## config.mk

```make
export PLATFORM = sky130hd
export DESIGN_NAME = best_fit_bitmap_allocator_core
export DESIGN_NICKNAME = d
export VERILOG_FILES = /design/src/hw/rtl/bfba_pkg.sv /design/src/hw/rtl/best_fit_bitmap_allocator_core.sv
export SDC_FILE = /design/constraint.sdc
export NUM_CORES = 2
export LEC_CHECK = 0
export ABC_AREA = 0
export BUFFER_PORTS_ARGS = -buffer_cell sky130_fd_sc_hd__buf_2
export CELL_PAD_IN_SITES_DETAIL_PLACEMENT = 0
export CELL_PAD_IN_SITES_GLOBAL_PLACEMENT = 1
export CORE_UTILIZATION = 39
export CTS_CLUSTER_SIZE = 40
export DETAILED_ROUTE_END_ITERATION = 12
export GPL_TIMING_DRIVEN = 0
export PLACE_DENSITY = 0.58
export SLEW_MARGIN = 10
export SYNTH_ARGS = -nofsm -noshare
export SYNTH_HDL_FRONTEND = slang
export SYNTH_SLANG_ARGS = --single-unit
```

## constraint.sdc

```tcl
create_clock -name i_clk -period 5.55 [get_ports i_clk]
set_input_delay 0.2775 -clock i_clk [delete_from_list [all_inputs] [get_ports i_clk]]
set_output_delay 0.2775 -clock i_clk [all_outputs]
set_load 0.005 [all_outputs]
```

## src/hw/rtl/bfba_pkg.sv

```systemverilog
// Package for the best-fit bitmap allocator: item types, status codes, FSM states.
// No dependencies.
`default_nettype none
package bfba_pkg;
    localparam int WordW = 32;

    typedef enum logic [1:0] {
        ST_ALLOCATED = 2'd0,
        ST_NO_FIT    = 2'd1,
        ST_FREED     = 2'd2,
        ST_IGNORED   = 2'd3
    } t_status;

    typedef enum logic {
        MODE_ALLOC = 1'b0,
        MODE_FREE  = 1'b1
    } t_mode;

    typedef struct packed {
        logic        mode;
        logic [11:0] request_size;
        logic [11:0] base_address;
    } t_in_item;

    typedef struct packed {
        logic [1:0]  status;
        logic [10:0] placed_address;
    } t_out_item;

    typedef enum logic [2:0] {
        S_CLEAR,
        S_IDLE,
        S_SCAN,
        S_MARK_RD,
        S_MARK_WR,
        S_DONE
    } t_state;
endpackage
`default_nettype wire

```

## src/hw/rtl/best_fit_bitmap_allocator_core.sv

```systemverilog
// Top level of the best-fit bitmap allocator: occupancy map in a word-wide RAM.
// Depends on bfba_pkg.
//
// channel | direction | signals
// item in | in        | i_start, o_busy, i_item
// result  | out       | o_valid, o_result
//
// After reset a clearing pass writes one word per cycle over the whole map, busy all the while.
// Allocate: scan one bit per cycle, after a fetch of the first word and one step past the last
// unit to close the final run, then read and write each touched word to mark it.
// Free: read and write each touched word. Every item then passes through the done state and
// the result strobe follows in the first idle cycle; the receiver cannot stall.
`default_nettype none
module best_fit_bitmap_allocator_core #(
    parameter int MEM_UNITS = 2048
) (
    input  wire                       i_clk,
    input  wire                       i_rst_n,
    input  wire                       i_start,
    output logic                      o_busy,
    input  wire bfba_pkg::t_in_item   i_item,
    output logic                      o_valid,
    output bfba_pkg::t_out_item       o_result
);
    import bfba_pkg::*;

    localparam int Words = (MEM_UNITS + WordW - 1) / WordW;
    localparam int AW    = (Words > 1) ? $clog2(Words) : 1;
    localparam int UW    = $clog2(MEM_UNITS + 1);   // holds MEM_UNITS itself
    localparam int BW    = $clog2(WordW);

    // word-wide occupancy memory
    logic [WordW-1:0] r_mem [Words];
    logic [WordW-1:0] r_rdata;
    logic             mem_we;
    logic [AW-1:0]    mem_waddr, mem_raddr;
    logic [WordW-1:0] mem_wdata;

    always_ff @(posedge i_clk) begin
        if (mem_we) r_mem[mem_waddr] <= mem_wdata;
        r_rdata <= r_mem[mem_raddr];
    end

    t_state     r_state, n_state;
    logic       r_mode;
    logic [UW-1:0] r_size, r_u, n_u, r_end;
    logic [UW-1:0] r_run_len, r_run_base, r_best_len, r_best_base;
    logic       r_found;
    logic       r_rd_ok;          // r_rdata holds word of r_u
    logic [1:0] r_status;
    logic [10:0] r_placed;

    wire [UW+12:0] size_w = {{(UW+1){1'b0}}, i_item.request_size};
    wire [UW+12:0] base_w = {{(UW+1){1'b0}}, i_item.base_address};
    wire [AW-1:0]  u_word = AW'(r_u >> BW);
    wire [BW-1:0]  u_bit  = r_u[BW-1:0];
    wire           at_end = (r_u == UW'(MEM_UNITS));
    wire           bit_free = !at_end && !r_rdata[u_bit];
    // current run closes as the best one so far
    wire           take_run = (r_run_len >= r_size) && (r_run_len != '0) &&
                              (!r_found || (r_run_len < r_best_len));
    // allocate that cannot fit anywhere
    wire           no_alloc = (i_item.request_size == '0) ||
                              (size_w > (UW+13)'(MEM_UNITS));
    // free with a negative base or a base past the end
    wire           ignore_free = i_item.base_address[11] ||
                                 (base_w >= (UW+13)'(MEM_UNITS));

    // mask for the current word in the range [r_u, r_end)
    logic [WordW-1:0] rng_mask;
    always_comb begin
        for (int b = 0; b < WordW; b++) begin
            rng_mask[b] = ({1'b0, u_word, BW'(b)} >= (AW+BW+1)'(r_u)) &&
                          ({1'b0, u_word, BW'(b)} <  (AW+BW+1)'(r_end)) &&
                          (({1'b0, u_word, BW'(b)}) < (AW+BW+1)'(MEM_UNITS));
        end
    end

    // next state and memory control
    always_comb begin
        n_state   = r_state;
        n_u       = r_u;
        mem_we    = 1'b0;
        mem_waddr = u_word;
        mem_raddr = u_word;
        mem_wdata = r_mode ? (r_rdata & ~rng_mask) : (r_rdata | rng_mask);
        case (r_state)
            S_CLEAR: begin
                mem_we    = 1'b1;
                mem_wdata = '0;
                n_u       = r_u + UW'(WordW);
                if (u_word == AW'(Words - 1)) begin
                    n_state = S_IDLE;
                    n_u     = '0;
                end
            end
            S_IDLE: begin
                if (i_start) begin
                    if (i_item.mode == MODE_ALLOC) begin
                        n_u     = '0;
                        n_state = no_alloc ? S_DONE : S_SCAN;
                    end else if (ignore_free) begin
                        n_state = S_DONE;
                    end else begin
                        n_u     = UW'(i_item.base_address);
                        n_state = (i_item.request_size == '0) ? S_DONE : S_MARK_RD;
                    end
                end
            end
            S_SCAN: begin
                mem_raddr = AW'((r_u + UW'(1)) >> BW);
                if (r_rd_ok) begin
                    if (at_end) begin
                        // pick best run, or finish with no fit
                        if (take_run) begin
                            n_state = S_MARK_RD;
                            n_u     = r_run_base;
                        end else if (r_found) begin
                            n_state = S_MARK_RD;
                            n_u     = r_best_base;
                        end else begin
                            n_state = S_DONE;
                        end
                    end else begin
                        n_u = r_u + UW'(1);
                    end
                end
            end
            S_MARK_RD: n_state = S_MARK_WR;
            S_MARK_WR: begin
                mem_we = 1'b1;
                n_u    = UW'({u_word, BW'(0)}) + UW'(WordW);
                if (n_u >= r_end || ({1'b0, u_word} >= (AW+1)'(Words - 1))) n_state = S_DONE;
                else n_state = S_MARK_RD;
                mem_raddr = AW'(n_u >> BW);
            end
            S_DONE: n_state = S_IDLE;
            default: n_state = S_IDLE;
        endcase
    end

    always_ff @(posedge i_clk) begin
        if (!i_rst_n) begin
            r_state <= S_CLEAR;
            r_u     <= '0;
            o_valid <= 1'b0;
            r_rd_ok <= 1'b0;
        end else begin
            r_state <= n_state;
            r_u     <= n_u;
            o_valid <= (r_state == S_DONE);
            r_rd_ok <= (r_state == S_SCAN) && !(r_rd_ok && at_end);
            case (r_state)
                S_IDLE: begin
                    if (i_start) begin
                        r_mode    <= i_item.mode;
                        r_size    <= UW'(i_item.request_size);
                        r_placed  <= '0;
                        r_run_len <= '0;
                        r_found   <= 1'b0;
                        if (i_item.mode == MODE_ALLOC) begin
                            r_status <= ST_NO_FIT;
                        end else if (ignore_free) begin
                            r_status <= ST_IGNORED;
                        end else begin
                            r_status <= ST_FREED;
                            r_end    <= (base_w + size_w > (UW+13)'(MEM_UNITS)) ?
                                        UW'(MEM_UNITS) : UW'(base_w + size_w);
                        end
                    end
                end
                S_SCAN: begin
                    if (r_rd_ok) begin
                        if (bit_free) begin
                            if (r_run_len == '0) r_run_base <= r_u;
                            r_run_len <= r_run_len + UW'(1);
                        end else begin
                            if (take_run) begin
                                r_found     <= 1'b1;
                                r_best_len  <= r_run_len;
                                r_best_base <= r_run_base;
                            end
                            r_run_len <= '0;
                        end
                        if (at_end) begin
                            // load the chosen run for marking
                            if (take_run) begin
                                r_status <= ST_ALLOCATED;
                                r_end    <= r_run_base + r_size;
                                r_placed <= 11'(r_run_base);
                            end else if (r_found) begin
                                r_status <= ST_ALLOCATED;
                                r_end    <= r_best_base + r_size;
                                r_placed <= 11'(r_best_base);
                            end
                        end
                    end
                end
                default: ;
            endcase
        end
    end

    assign o_busy = (r_state != S_IDLE);
    assign o_result.status = r_status;
    assign o_result.placed_address = r_placed;
endmodule
`default_nettype wire

```

==> Word-level counts from Yosys, hierarchy flattened <==
Memories as Yosys holds them, arrays and structs flattened. A register that Yosys moved wholly into a read port is not among the register bits.
Cells that the tools add are included.
{ "classes": {"add_sub_neg": 7, "multipliers": 0, "div_mod_pow": 0, "order_cmp": 72, "eq_ne": 19, "shifts": 0, "muxes": 61, "bitwise": 4, "n_reduce_logical": 61} }
{ "op_table": {"columns": ["op", "n"], "rows": [
  ["$ge A11 B12 Y1", 32],
  ["$lt A11 B12 Y1", 32],
  ["$mux W12", 19],
  ["$mux W32", 2],
  ["$mux W11", 5],
  ["$pmux W12 S2", 2],
  ["$pmux W12 S4", 1],
  ["$logic_and A1 B1 Y1", 37],
  ["$mux W3", 11],
  ["$and A32 B32 Y32", 1],
  ["$not A32 Y32", 1],
  ["$or A32 B32 Y32", 1],
  ["$gt A25 B12 Y1 const B", 1],
  ["$add A12 B1 Y12 const B", 2],
  ["$add A12 B12 Y12", 2],
  ["$ge A12 B12 Y1", 2],
  ["$logic_not A12 Y1", 2],
  ["$pmux W11 S2", 1],
  ["$ne A2 B2 Y1 const B", 8],
  ["$pmux W3 S5", 1],
  ["$reduce_and A5 Y1", 3],
  ["$add A12 B12 Y13", 1],
  ["$add A11 B6 Y12 const B", 1],
  ["$add A12 B6 Y12 const B", 1],
  ["other kinds (31)", 55]
]} }
{ "totals": {"regBits": 104, "latchBits": 0, "ramBits": 2048, "rom_bits": 0, "input_bits": 28, "output_inout_bits": 15, "wordCells": 239, "memories": 1} }
{ "mem_list": {"columns": ["name", "depth", "width", "read_ports", "rd_clocked_by_memory_dff", "write_ports", "line", "rtl"], "rows": [
  ["r_mem", 64, 32, 1, 1, 1, "best_fit_bitmap_allocator_core.sv:33", "logic [WordW-1:0] r_mem [Words];"]
]} }

==> Logic depth before layout (Yosys ltp) <==
{ "depth": {"depth_word": 7, "depth_mapped": 21, "mapped_depth_nobuf": 20} }

==> Worst setup path before layout <==
No wires, ideal clock.
{ "synth_timing": {"kind": "register to register", "from": "register r_u[5]", "to": "memory r_mem[0][16], data pin", "setup_ns": 0.548, "t_arrival_ns": 4.157, "t_required_ns": 5.002, "setup_slack_ns": 0.845, "path_stages_with_launch": 10, "path_buffers": 3, "synth_period_minus_slack_ns": 4.705, "path_cell_list": "dfxtp_1 clkbuf_1 inv_1 ha_1 nor4_1 or3_1 clkbuf_1 clkbuf_1 o21ai_0 a21oi_1"} }
{ "synth_via": {"elab_chain_len": 6, "elab_cells_between_ends": 8, "classes_between": "order compare (2); mux (2); bitwise (3); reduce/logical (1)"} }
{ "synth_rtl": {"columns": ["element", "line", "rtl"], "rows": [
  ["start: declaration", "best_fit_bitmap_allocator_core.sv:46", "logic [UW-1:0] r_size, r_u, n_u, r_end;"],
  ["start signal: assignment", "best_fit_bitmap_allocator_core.sv:150", "r_u <= n_u;"],
  ["$ge A11 B12 Y1 / $lt A11 B12 Y1 (equally long branches)", "best_fit_bitmap_allocator_core.sv:73, best_fit_bitmap_allocator_core.sv:74", null],
  ["$logic_and A1 B1 Y1 *", "best_fit_bitmap_allocator_core.sv:73", "rng_mask[b] = ({1'b0, u_word, BW'(b)} >= (AW+BW+1)'(r_u)) &&"],
  ["$not A32 Y32", "best_fit_bitmap_allocator_core.sv:86", "mem_wdata = r_mode ? (r_rdata & ~rng_mask) : (r_rdata | rng_mask);"],
  ["$and A32 B32 Y32", "best_fit_bitmap_allocator_core.sv:86", null],
  ["$mux W32 *", "best_fit_bitmap_allocator_core.sv:86", null],
  ["$mux W32 *", "best_fit_bitmap_allocator_core.sv:87", "case (r_state)"],
  ["via mem_wdata[16]", "best_fit_bitmap_allocator_core.sv:37", "logic [WordW-1:0] mem_wdata;"],
  ["end: declaration", "best_fit_bitmap_allocator_core.sv:33", null]
]} }
Mark *: on every way through the listed nets, which the timed path passes. The rest lies on a longest branch.

==> Final worst setup path <==
{ "layout_timing": {"from": "register r_u[5]", "to": "register r_rdata[26], read port of r_mem"} }
{ "layout_via": {"elab_chain_len": 2, "elab_cells_between_ends": 3, "classes_between": "add/sub (2); mux (1)"} }
{ "layout_rtl": {"columns": ["element", "line", "rtl"], "rows": [
  ["$add A12 B1 Y12 / $add A11 B6 Y12 (equally long branches)", null, null],
  ["$pmux W6 S2 *", "best_fit_bitmap_allocator_core.sv:87", null],
  ["end: declaration", "best_fit_bitmap_allocator_core.sv:34", "logic [WordW-1:0] r_rdata;"]
]} }
Every way passes the cells marked *; elsewhere a longest branch is shown, timed or not.
A chain may end at the register's enable or synchronous reset.

==> out/metrics.cfg <==
[status]
status=finished, violations left
violations=antenna rules

[critical_path]
crit_path_frequent_cell=clkbuf_1
endpoint_kind=flip-flop
critical_path_buf_inv_count=4
critical_path.slowest_cell=a221oi_1
critPathArrivalTime_ns=6.22
path_cells=clkbuf_1 -> nand2_1 -> nor2_1 -> o21ai_1 -> a221oi_2 -> buf_6 -> clkbuf_1 -> clkbuf_1 -> a31oi_1 -> a221oi_1 -> o22a_1 -> o221ai_1
max_stage_delay_ns=0.95
cp_top_family=compound AO/OA/AOI/OAI gates
critical_path_class=reg2reg
startpoint_type=flip-flop
cp_data_required_time_ns=6.24
crit_path_max_fanout=10

[pwr]
p_leak_nw=36.8
powerDensity_mw_per_mm2=346
ir_drop_mv=0.293

[synth]
syn_area_mm2=0.0887
yosysTopAreaCellShare=0.723
async_reset_ff_frac=0
synth_ff_type=edfxtp_1
synthCells=6215
synth_cell_types=82
ys_seq_elements=2184
yosysTopAreaCell=edfxtp_1
avgSynthCellArea_um2=14.3
yosys_warnings=0
synth_fp_nets=6311
synth.area.top_cells=edfxtp_1, nand2_1, mux4_2
ys_seq_area_frac=0.734
synth_edf_count=2135

[clock_network]
cts_num_sinks=2184
htree_levels=4
cts_buffer_depth=3
clock-root-buffer=clkbuf_16
cts_tree=built
clk_latency_ns=0.88
cts_buffers=227
clkTransAtPathRegs_ns=0.07

[detailed_routing]
drcViolationCount=0
firstDrtPassIters=6
drt_iter0_drc=6735
viasPerCell=5.75
drtAntennaViolNets=1
route.vias.total=56600
drt_wl_total_um=305000
routedWlPerCell_um=30.9

[global_route]
grt-ovfl-total=0
grt_pass1_vias=54400
grt_pass1_wl_um=426000
grt_max_degree=44
grt.total_usage=0.263
antenna_found_initial=16

[timing]
fin_crit_ns=5.52
slew_viol_final=0
hold_viol_final=0
fmax_mhz=181
slew_headroom=0.0288
fin_worst_skew_ns=0.0295
finalSetupViolCount=0
rsz0062_at_grt=no
fin_hold_ws_ns=0.101
finalCritPeriodShare=0.995
worst_pin_slew_ns=1.46

[min_path]
hold_class=in2reg

[finish]
final_cell_mix=edfxtp_1, nand2_1, nand3_1
stdcell_area_mm2=0.104
layout_commonest_cell=edfxtp_1
layout.nets=6758
fin_util=0.463
nFillCells=19900
drive_gt1_frac=0.140
areaGrowthSynthToFinish_pct=17.6

[place]
port_buffers=42
place_area_mm2=0.0966
routabilityCongestion=0.949
dpl.hpwl_um=221000

[die]
initial_core_util=0.393
die_h_um=479
ios=43
row_count=174
core_mm2=0.226
fp.dieArea_mm2=0.229
die_w_um=479

[job]
maxCapViolations=0

-- final timing paths --
kind / to / startpoint / cells past startpoint / slack [ns]
worst max-delay path: r_rdata[26]$_DFF_P_ / r_u[5]$_SDFFE_PN0P_ / 12 / 0.03
worst min register to register: r_best_base[11]$_DFFE_PP_ / r_run_base[11]$_DFFE_PP_ / 0 / 0.46
worst min-delay path: r_state[0]$_SDFFE_PN0P_ / i_start / 6 / 0.10
worst max register to register: r_rdata[26]$_DFF_P_ / r_u[5]$_SDFFE_PN0P_ / 12 / 0.03
-- tightest hold or removal path, delay by kind of cell --
| kind | cells | cell delay [ns] |
|---|---|---|
| AOI/OAI and AO/OA | 3 | 0.34 |
| buffers and inverters | 1 | 0.11 |
| and+or+nand+nor | 2 | 0.19 |
-- synth_stat cells, types with 21 or more instances --
| cell | n |
|---|---|
| a31oi_1 | 262 |
| o221ai_1 | 30 |
| buf_2 | 124 |
| o21ai_0 | 57 |
| mux2i_1 | 45 |
| buf_4 | 34 |
| nor2_1 | 168 |
| a32o_1 | 129 |
| nor2b_1 | 21 |
| ha_1 | 66 |
| o22a_1 | 32 |
| nand3_1 | 307 |
| clkbuf_1 | 226 |
| dfxtp_1 | 49 |
| edfxtp_1 | 2135 |
| xnor2_1 | 22 |
| nand2_1 | 1584 |
| a21oi_1 | 64 |
| inv_1 | 62 |
| a221oi_1 | 128 |
| and3_1 | 255 |
| mux4_2 | 132 |
-- metrics by stage --
stage | power (mW) | setup TNS (ns) | cells | setup WS, ns
after CTS | 36.3 | 0 | 9847 | 0.0214
after global routing | 37.1 | 0 | 9850 | 0.0128
final | 36.1 | 0 | 9856 | 0.0263
after floorplan | 19.8 | 0 | 6215 | 0.845
after global placement | 21.0 | -7382.40 | 9249 | -5.43
after detailed placement | 21.1 | -8.62 | 9400 | -0.576
-- metal layers --
| layer | vias up | wire length, um | GRT usage |
|---|---|---|---|
| met5 | - | 26 | 0 |
| met4 | 4 | 12100 | 0.0967 |
| met3 | 430 | 22600 | 0.0450 |
| met2 | 2181 | 138000 | 0.405 |
| met1 | 29400 | 132000 | 0.374 |
| li1 | 24600 | - | - |
-- repair_timing --
item	in CTS	in global routing
hold buffers	26	0
buffers inserted	0	1
gates resized for setup	13	7
setup endpoints to repair	32	8
endpoints found under the hold margin	32	0
pin swaps	0	1
cloned	0	0
-- state kept, by name, indices dropped and copies added, names as in the netlist, 2 cells and up --
register and cells:
r_end 12, r_status 2, r_mem 2048, r_best_len 12
r_u 12, r_run_base 12, r_size 12, r_run_len 12
r_rdata 32, r_placed 11, r_best_base 12, r_state 3
-- cells by family (layout without fill, tap and decap cells) --
group	after synthesis	in the layout	synth area share
AO/OA/AOI/OAI	823	823	0.0703
XOR/XNOR	42	42	0.00431
AND/OR/NAND/NOR	2438	2438	0.118
multiplexers	188	188	0.0400
flip-flops	2184	2184	0.734
other	0	8	0
adder cells (fa/ha/maj)	68	68	0.00976
buffers and inverters	472	1113	0.0236
-- power by group --
part | switching, mW | total (mW) | internal [mW]
logic | 2.00 | 2.78 | 0.784
clock network | 6.56 | 15.3 | 8.72
registers | 0.0763 | 18.1 | 18.0
-- cell type report --
class,instances,area (um^2),share of cell area
flip-flops and latches,2184,65100,0.624
multi-input cells,3559,22500,0.215
clock buffers,286,6010,0.0575
well taps,2992,3740,0.0359
repair buffers,220,3590,0.0344
plain buffers,406,1850,0.0177
clock inverters,137,1390,0.0133
inverters,64,240,0.00230
diodes,8,20.0,0.000192
(Power assumes the default switching activity.)
